$ cat src/sv/fdrsu_pkg.sv
`timescale 1ns / 1ps
// ----------------------------------------------------------------------------
// fdrsu_pkg
// shared constants and types for the step-up false discovery rate test
// ----------------------------------------------------------------------------
package fdrsu_pkg;

	localparam int MAX_CHANNELS = 32;
	localparam int CH_W         = $clog2(MAX_CHANNELS);
	localparam int CNT_W        = $clog2(MAX_CHANNELS + 1);
	localparam int P_W          = 33;
	localparam int LEVEL_W      = 32;
	localparam int PROD_W       = P_W + CNT_W;
	localparam int ATTR_W       = 5;
	localparam int USED_W       = 6;

	localparam logic [LEVEL_W-1:0] FDR_LEVEL_RESET = 32'd214748365;

	typedef struct packed {
		logic [P_W-1:0]  pval;
		logic [CH_W-1:0] chan;
	} entry_t;

endpackage

$ cat src/sv/fdr_step_up_reject.sv
`timescale 1ns / 1ps
// ----------------------------------------------------------------------------
// fdr_step_up_reject
// step-up (benjamini-hochberg) rejection over one set of channel p-values
// ----------------------------------------------------------------------------
// Channels arrive one per transfer; present p-values are kept in ascending
// order (ties in arrival order) in a single one-port-read memory. An absent
// channel, or any channel beyond MAX_CHANNELS, is not stored. A present
// channel is inserted by walking down the memory one read and one write at
// a time, moving each stored entry larger than it up by one; when it lands
// at the front of the order (first present channel of a set, or smaller
// than every stored value), it is written at position 0 without a read.
// The last item then starts a rank scan over the present channels (one
// memory read per rank, a product stage and a compare); an empty set
// skips the scan. The result sits in an output register, so the next set
// may start while it waits to be taken; a second result waits for the
// first to leave. fdr_level is taken from its own write channel, always
// ready.
// ----------------------------------------------------------------------------
module fdr_step_up_reject (
	input  logic                            clk,
	input  logic                            arst_n,
	input  logic                            cfg_valid,
	output logic                            cfg_ready,
	input  logic [fdrsu_pkg::LEVEL_W-1:0]   fdr_level,
	input  logic                            in_valid,
	output logic                            in_stall,
	input  logic [fdrsu_pkg::P_W-1:0]       p_value,
	input  logic                            present,
	input  logic                            last_item,
	output logic                            out_valid,
	input  logic                            out_stall,
	output logic                            reject,
	output logic                            attr_valid,
	output logic [fdrsu_pkg::ATTR_W-1:0]    attr_channel,
	output logic [fdrsu_pkg::USED_W-1:0]    used_count
);
	import fdrsu_pkg::*;

	typedef enum logic [2:0] {
		ST_IDLE,
		ST_INS_RD,
		ST_INS_CMP,
		ST_SCAN,
		ST_DRAIN,
		ST_FINISH
	} state_t;

	state_t               state_q;
	logic [LEVEL_W-1:0]   level_q;
	logic [CNT_W-1:0]     arrival_q;
	logic [CNT_W-1:0]     present_q;
	logic [CNT_W-1:0]     pos_q;
	logic [CNT_W-1:0]     k_q;
	logic                 last_q;
	entry_t               ins_q;
	logic                 hit_q;
	logic [CH_W-1:0]      attr_q;

	entry_t               mem [MAX_CHANNELS];
	entry_t               rd_q;
	logic                 mem_re;
	logic [CH_W-1:0]      mem_raddr;
	logic                 mem_we;
	logic [CH_W-1:0]      mem_waddr;
	entry_t               mem_wdata;

	logic                 valid_s1;
	logic                 first_s1;
	logic [CNT_W-1:0]     k1_s1;
	logic                 valid_s2;
	logic [PROD_W-1:0]    lhs_s2;
	logic [PROD_W-1:0]    rhs_s2;

	logic                 in_acc;
	logic                 out_load;
	logic                 shift_up;
	logic [CNT_W-1:0]     pos_m1;
	logic [63:0]          attr_wide;
	logic [63:0]          used_wide;

	assign cfg_ready = 1'b1;
	assign in_stall  = (state_q != ST_IDLE);
	assign in_acc    = in_valid && !in_stall;
	assign out_load  = (state_q == ST_FINISH) && (!out_valid || !out_stall);
	assign pos_m1    = pos_q - CNT_W'(1);
	assign shift_up  = (rd_q.pval > ins_q.pval);

	always_ff @(posedge clk or negedge arst_n) begin
		if (!arst_n) begin
			level_q <= FDR_LEVEL_RESET;
		end else if (cfg_valid && cfg_ready) begin
			level_q <= fdr_level;
		end
	end

	// memory port control
	always_comb begin
		mem_re    = 1'b0;
		mem_raddr = pos_m1[CH_W-1:0];
		mem_we    = 1'b0;
		mem_waddr = pos_q[CH_W-1:0];
		mem_wdata = ins_q;
		unique case (state_q)
			ST_INS_RD: begin
				if (pos_q == '0) begin
					mem_we = 1'b1;
				end else begin
					mem_re = 1'b1;
				end
			end
			ST_INS_CMP: begin
				mem_we = 1'b1;
				if (shift_up) begin
					mem_wdata = rd_q;
				end
			end
			ST_SCAN: begin
				mem_re    = 1'b1;
				mem_raddr = k_q[CH_W-1:0];
			end
			default: begin
			end
		endcase
	end

	always_ff @(posedge clk) begin
		if (mem_we) begin
			mem[mem_waddr] <= mem_wdata;
		end
		if (mem_re) begin
			rd_q <= mem[mem_raddr];
		end
	end

	// scan datapath: read, products, compare
	always_ff @(posedge clk) begin
		first_s1 <= (k_q == '0);
		k1_s1    <= k_q + CNT_W'(1);
		lhs_s2   <= PROD_W'(rd_q.pval) * PROD_W'(present_q);
		rhs_s2   <= PROD_W'(level_q) * PROD_W'(k1_s1);
	end

	always_ff @(posedge clk or negedge arst_n) begin
		if (!arst_n) begin
			valid_s1 <= 1'b0;
			valid_s2 <= 1'b0;
			hit_q    <= 1'b0;
			attr_q   <= '0;
		end else begin
			valid_s1 <= (state_q == ST_SCAN);
			valid_s2 <= valid_s1;
			if (valid_s1 && first_s1) begin
				attr_q <= rd_q.chan;
			end
			if (out_load) begin
				hit_q <= 1'b0;
			end else if (valid_s2 && (lhs_s2 <= rhs_s2)) begin
				hit_q <= 1'b1;
			end
		end
	end

	assign attr_wide = 64'(attr_q);
	assign used_wide = 64'(present_q);

	always_ff @(posedge clk or negedge arst_n) begin
		if (!arst_n) begin
			state_q      <= ST_IDLE;
			arrival_q    <= '0;
			present_q    <= '0;
			pos_q        <= '0;
			k_q          <= '0;
			last_q       <= 1'b0;
			ins_q        <= '0;
			out_valid    <= 1'b0;
			reject       <= 1'b0;
			attr_valid   <= 1'b0;
			attr_channel <= '0;
			used_count   <= '0;
		end else begin
			if (out_valid && !out_stall && !out_load) begin
				out_valid <= 1'b0;
			end
			unique case (state_q)
				ST_IDLE: begin
					if (in_acc) begin
						last_q <= last_item;
						k_q    <= '0;
						if (arrival_q < CNT_W'(MAX_CHANNELS)) begin
							arrival_q <= arrival_q + CNT_W'(1);
						end
						if (arrival_q < CNT_W'(MAX_CHANNELS) && present) begin
							ins_q.pval <= p_value;
							ins_q.chan <= arrival_q[CH_W-1:0];
							pos_q      <= present_q;
							state_q    <= ST_INS_RD;
						end else if (last_item) begin
							state_q <= (present_q == '0) ? ST_FINISH : ST_SCAN;
						end
					end
				end
				ST_INS_RD: begin
					if (pos_q == '0) begin
						present_q <= present_q + CNT_W'(1);
						state_q   <= last_q ? ST_SCAN : ST_IDLE;
					end else begin
						state_q <= ST_INS_CMP;
					end
				end
				ST_INS_CMP: begin
					if (shift_up) begin
						pos_q   <= pos_m1;
						state_q <= ST_INS_RD;
					end else begin
						present_q <= present_q + CNT_W'(1);
						state_q   <= last_q ? ST_SCAN : ST_IDLE;
					end
				end
				ST_SCAN: begin
					k_q <= k_q + CNT_W'(1);
					if (k_q == present_q - CNT_W'(1)) begin
						state_q <= ST_DRAIN;
					end
				end
				ST_DRAIN: begin
					if (!valid_s1 && !valid_s2) begin
						state_q <= ST_FINISH;
					end
				end
				ST_FINISH: begin
					if (out_load) begin
						out_valid    <= 1'b1;
						reject       <= hit_q;
						attr_valid   <= hit_q;
						attr_channel <= hit_q ? attr_wide[ATTR_W-1:0] : '0;
						used_count   <= used_wide[USED_W-1:0];
						present_q    <= '0;
						arrival_q    <= '0;
						state_q      <= ST_IDLE;
					end
				end
				default: begin
					state_q <= ST_IDLE;
				end
			endcase
		end
	end

	// checks
	a_present_le_arrival: assert property (@(posedge clk) disable iff (!arst_n)
		present_q <= arrival_q)
		else $error("present count exceeds arrival count");

	a_arrival_limit: assert property (@(posedge clk) disable iff (!arst_n)
		arrival_q <= CNT_W'(MAX_CHANNELS))
		else $error("arrival count beyond channel limit");

	a_idle_pipe_empty: assert property (@(posedge clk) disable iff (!arst_n)
		(state_q == ST_IDLE) |-> (!valid_s1 && !valid_s2))
		else $error("scan pipeline busy while idle");

	a_reject_needs_channels: assert property (@(posedge clk) disable iff (!arst_n)
		(out_valid && reject) |-> (used_count != '0))
		else $error("reject reported for an empty set");

endmodule
$ cat config.mk
export PLATFORM = sky130hd
export DESIGN_NAME = fdr_step_up_reject
export DESIGN_NICKNAME = d
export VERILOG_FILES = /design/src/sv/fdrsu_pkg.sv /design/src/sv/fdr_step_up_reject.sv
export SDC_FILE = /design/constraint.sdc
export NUM_CORES = 2
export LEC_CHECK = 0
export ABC_AREA = 1
export BUFFER_PORTS_ARGS = -buffer_cell sky130_fd_sc_hd__buf_4
export CAP_MARGIN = 20
export CORE_UTILIZATION = 33
export DETAILED_ROUTE_END_ITERATION = 7
export GPL_ROUTABILITY_DRIVEN = 0
export HOLD_SLACK_MARGIN = 0.06
export PLACE_DENSITY_LB_ADDON = 0.3
export REMOVE_ABC_BUFFERS = 1
export SYNTH_ARGS = -nofsm -noshare
export SYNTH_HDL_FRONTEND = slang
export SYNTH_SLANG_ARGS = --single-unit
$ cat constraint.sdc
create_clock -name clk -period 10.3 [get_ports clk]
set_clock_uncertainty 0.1 [all_clocks]
set_input_delay 1.545 -clock clk [delete_from_list [all_inputs] [get_ports clk]]
set_output_delay 1.545 -clock clk [all_outputs]
set_load 0.05 [all_outputs]
==> impl_metrics.prom <==
# TYPE chip_impl_metric gauge
chip_impl_metric{name="gr-total-overflow",unit=""} 0
chip_impl_metric{name="tightestPinTransition",unit="ns"} 1.20
chip_impl_metric{name="ys_warn_count",unit=""} 0
chip_impl_metric{name="crit_fanout",unit=""} 33
chip_impl_metric{name="power_switching_share",unit=""} 0.447
chip_impl_metric{name="post_synth_instance_area",unit="um2"} 72800
chip_impl_metric{name="clock_buffers_created_by_tritoncts",unit=""} 159
chip_impl_metric{name="dp.final_hpwl",unit="um"} 117000
chip_impl_metric{name="yosysSeqAreaShare",unit=""} 0.582
chip_impl_metric{name="post_cts_setup_inserts",unit=""} 0
chip_impl_metric{name="ir_worst_vdd",unit="V"} 0.000342
chip_impl_metric{name="cts_resized",unit=""} 0
chip_impl_metric{name="drt-pass1-iter-count",unit=""} 5
chip_impl_metric{name="switch_pwr",unit="W"} 0.0124
chip_impl_info{name="cts_root_buf",value="sky130_fd_sc_hd__clkbuf_16"} 1
chip_impl_metric{name="netlist_instances",unit=""} 7056
chip_impl_metric{name="finish.instance_area",unit="um2"} 82400
chip_impl_metric{name="share_comb_of_total_power",unit=""} 0.482
chip_impl_metric{name="row_count",unit=""} 172
chip_impl_info{name="crit_type",value="reg2reg"} 1
chip_impl_info{name="hp-class",value="reg2reg"} 1
chip_impl_metric{name="hold_viol_final",unit=""} 0
chip_impl_metric{name="power_frac_clock",unit=""} 0.205
chip_impl_info{name="grt_setup_unrepaired",value="false"} 1
chip_impl_metric{name="drv_slew",unit=""} 0
chip_impl_metric{name="total_routing_usage_reported_by_global_routing",unit=""} 0.187
chip_impl_metric{name="num-fill-cells",unit=""} 21372
chip_impl_metric{name="cts_sinks",unit=""} 1457
chip_impl_metric{name="power",unit="W"} 0.0278
chip_impl_metric{name="drv.max_cap_violation_count",unit=""} 0
chip_impl_info{name="worst_setup_path_start_kind",value="flop"} 1
chip_impl_metric{name="ios",unit=""} 88
chip_impl_metric{name="wire_per_inst",unit="um"} 20.8
chip_impl_metric{name="floorplan.initialDensity",unit=""} 0.332
chip_impl_metric{name="dieArea",unit="um2"} 222000
chip_impl_metric{name="clk-insertion-delay-late",unit="ns"} 0.83
chip_impl_metric{name="post_dp_cell_area",unit="um2"} 76900
chip_impl_metric{name="via_count",unit=""} 50483
chip_impl_metric{name="worst_setup_hold_path_clk_slew",unit="ns"} 0.06
chip_impl_metric{name="area_delta_synth_final",unit="%"} 13.1
chip_impl_metric{name="first_global_vias",unit=""} 48890
chip_impl_metric{name="max_freq",unit="MHz"} 200
chip_impl_metric{name="min_hold_slack",unit="ns"} 0.325
chip_impl_metric{name="drt_iter0_drc",unit=""} 4839
chip_impl_metric{name="pwr_density_cell",unit="nW/um2"} 337
chip_impl_metric{name="quantity_of_hold_fixing_buffers_added_after_cts",unit=""} 0
chip_impl_metric{name="routed_wl",unit="um"} 210000
chip_impl_metric{name="layout_worst_path_cycle_share",unit=""} 0.485
chip_impl_info{name="min_from",value="valid_s1"} 1
chip_impl_info{name="crit_path_end_kind",value="flop"} 1
chip_impl_metric{name="coreArea",unit="um2"} 220000
chip_impl_metric{name="grt_first_pass_wirelength",unit="um"} 314000
chip_impl_metric{name="finalWorstPathRequiredPeriod",unit="ns"} 5.00
chip_impl_metric{name="power.static_leakage",unit="nW"} 35.2
chip_impl_metric{name="headroom_to_the_max_slew_limit",unit=""} 0.202
chip_impl_metric{name="cts.path.max_buffers",unit=""} 3
chip_impl_metric{name="portBuffers",unit=""} 86
chip_impl_metric{name="cellInternalPower",unit="W"} 0.0154
chip_impl_metric{name="height_of_the_chip",unit="um"} 472
chip_impl_info{name="worst_setup_sp",value="present_q[3]"} 1
chip_impl_metric{name="utilization_after_layout",unit=""} 0.375
chip_impl_metric{name="antenna_found_initial",unit=""} 0
chip_impl_metric{name="mean_number_of_vias_per_cell",unit=""} 5.00
chip_impl_info{name="reg_to_reg_startpoint",value="present_q[3]"} 1
chip_impl_metric{name="postRouteAntennaNets",unit=""} 0
chip_impl_metric{name="synth.avg_cell_area",unit="um2"} 10.3
chip_impl_metric{name="cts.htree.levels",unit=""} 4
chip_impl_metric{name="dieWidth",unit="um"} 472
chip_impl_metric{name="drt_drc_violations_left",unit=""} 0
chip_impl_metric{name="netlist-cell-type-count",unit=""} 44
chip_impl_metric{name="worst_ep_arrival_time",unit="ns"} 5.64
chip_impl_info{name="cpMaxStageDelayCell",value="sky130_fd_sc_hd__fa_1"} 1
chip_impl_metric{name="slowest_cell_delay_on_critical_path",unit="ns"} 0.58
chip_impl_metric{name="post_route_cells_drive_above_1_share",unit=""} 0.0751
chip_impl_metric{name="seq_power_share",unit=""} 0.313
chip_impl_metric{name="ys_ff_latch",unit=""} 1457
chip_impl_metric{name="critPathRequiredTime",unit="ns"} 10.95
chip_impl_info{name="clock_tree_from_tritoncts",value="done"} 1
chip_impl_info{name="run_status",value="finished clean"} 1
chip_impl_metric{name="final_setup_fails",unit=""} 0
chip_impl_metric{name="nets",unit=""} 7585
chip_impl_info{name="worstPathCellList",value="buf_4 -> nand2_1 -> fa_1 -> fa_1 -> fa_1 -> inv_1 -> ha_1 -> nand2_1 -> o21ai_0 -> inv_1 -> nor2_1 -> nor2_1 -> o21ai_0 -> a21oi_1 -> or2_2 -> nand2_1"} 1
chip_impl_metric{name="grt_max_degree",unit=""} 210
-- power groups by stage --
stage               clock [W]  combinational [W]  sequential (W)
floorplan                   0            0.00931         0.00877
detailed placement          0             0.0132         0.00882
global route          0.00601             0.0150         0.00875
global placement            0             0.0130         0.00884
CTS                   0.00579             0.0133         0.00871
finish                0.00569             0.0134         0.00870
-- metrics by stage --
stage	TNS [ns]	cells	worst slack (ns)
after global placement	0	9789	5.33
final	0	10102	5.30
after floorplan	-198.22	6729	-5.22
after CTS	0	10089	5.40
after global routing	0	10101	5.05
after detailed placement	0	9792	5.40
-- worst max-delay path, delay by kind of cell, from the launching register on --
| family | cells | cell delay, ns |
|---|---|---|
| flops | 1 | 0.49 |
| buf+inv | 3 | 0.56 |
| simple gates | 6 | 0.79 |
| compound gates | 3 | 1.09 |
| fa+ha+maj | 4 | 1.91 |
-- state kept, by name, indices dropped and copies added (netlist names) --
name and cells:
mem 1216, lhs_s2 39, ins_q 38, rd_q 38, rhs_s2 38, level_q 32
arrival_q 6, k1_s1 6, k_q 6, pos_q 6, present_q 6, used_count 6
attr_channel 5, attr_q 5, state_q 3, attr_valid 1, first_s1 1, hit_q 1
last_q 1, out_valid 1, valid_s1 1, valid_s2 1
-- cell families (layout without fill, tap and decap cells) --
family	after synthesis	in the layout	share of synthesized area
and+or+nand+nor	1792	1792	0.100
AOI/OAI and AO/OA	1579	1579	0.117
DFF	1457	1457	0.582
buffers and inverters	1699	1873	0.0895
adders and majority gates	419	419	0.0974
xor gates and xnor gates	73	73	0.00878
muxes	36	36	0.00557
other	1	2	0.0000515
-- routing by layer --
layer,up-vias,GRT usage,share of wire
li1,23503,-,-
met1,25112,0.259,0.44
met2,1566,0.305,0.47
met3,302,0.0264,0.061
met4,0,0.0527,0.027
met5,-,0,0
-- layout by cell type (no fill, tap or decap), drive strengths merged, types with 2 or more instances in the layout --
master | synthesis | routed
nand3 | 332 | 332
nand3b | 7 | 7
or2 | 2 | 2
inv | 1372 | 1374
nand4 | 16 | 16
fa | 246 | 246
a21boi | 4 | 4
clkbuf | 195 | 217
a31oi | 11 | 11
mux2 | 36 | 36
dfxtp | 84 | 84
xor2 | 53 | 53
o22ai | 2 | 2
o21a | 8 | 8
and3 | 2 | 2
nor4 | 6 | 6
xnor2 | 20 | 20
nor4b | 2 | 2
edfxtp | 1254 | 1254
buf | 132 | 204
ha | 173 | 173
nand2 | 1019 | 1019
o21bai | 11 | 11
nor2 | 387 | 387
dfstp | 15 | 15
o211ai | 194 | 194
a21oi | 440 | 440
bufinv | 0 | 9
nor3 | 18 | 18
o31ai | 2 | 2
o21ai | 891 | 891
a21o | 15 | 15
dfrtp | 104 | 104
clkinvlp | 0 | 3
clkinv | 0 | 66
-- cell usage after synthesis, drive strengths merged --
cell,instances,share of area
edfxtp,1254,0.52
a21o,15,0.0015
nand3,332,0.023
buf,132,0.0087
clkbuf,195,0.010
o22ai,2,0.00017
nand2,1019,0.053
a21boi,4,0.00041
nand4,16,0.0014
nor2,387,0.020
inv,1372,0.071
dfstp,15,0.0054
nor4b,2,0.00024
o21a,8,0.00083
o211ai,194,0.020
o31ai,2,0.00021
dfxtp,84,0.023
or2,2,0.00017
mux2,36,0.0056
ha,173,0.030
o21ai,891,0.062
and3,2,0.00017
nand2b,1,0.000086
nand3b,7,0.00072
a31oi,11,0.00095
nor4,6,0.00052
nor3,18,0.0012
dfrtp,104,0.036
fa,246,0.068
xor2,53,0.0064
o221ai,1,0.00012
a21oi,440,0.030
o21bai,11,0.0011
conb,1,0.000052
xnor2,20,0.0024
-- path summary, 6_finish.rpt --
path / end / slack [ns] / depth (start not counted)
min reg2reg: valid_s2 / 0.33 / 0
max: lhs_s2[30] / 5.30 / 16
min in group asynchronous: level_q[1] / 0.77 / 1
max in group asynchronous: ins_q[33] / 7.97 / 2
max reg2reg: lhs_s2[30] / 5.30 / 16
min: valid_s2 / 0.33 / 0
-- layout make-up --
type | instances | area, um2 | share of cell area
clock buffer | 217 | 4360 | 0.0529
clock inverter | 80 | 878 | 0.0107
tap | 2871 | 3590 | 0.0436
timing repair buffer | 204 | 1750 | 0.0212
inverter | 1372 | 5170 | 0.0628
antenna | 1 | 2.50 | 0.0000304
sequential | 1457 | 42300 | 0.514
multi-input combinational | 3900 | 24300 | 0.295
Note: power is estimated with default switching activity, not from simulation.
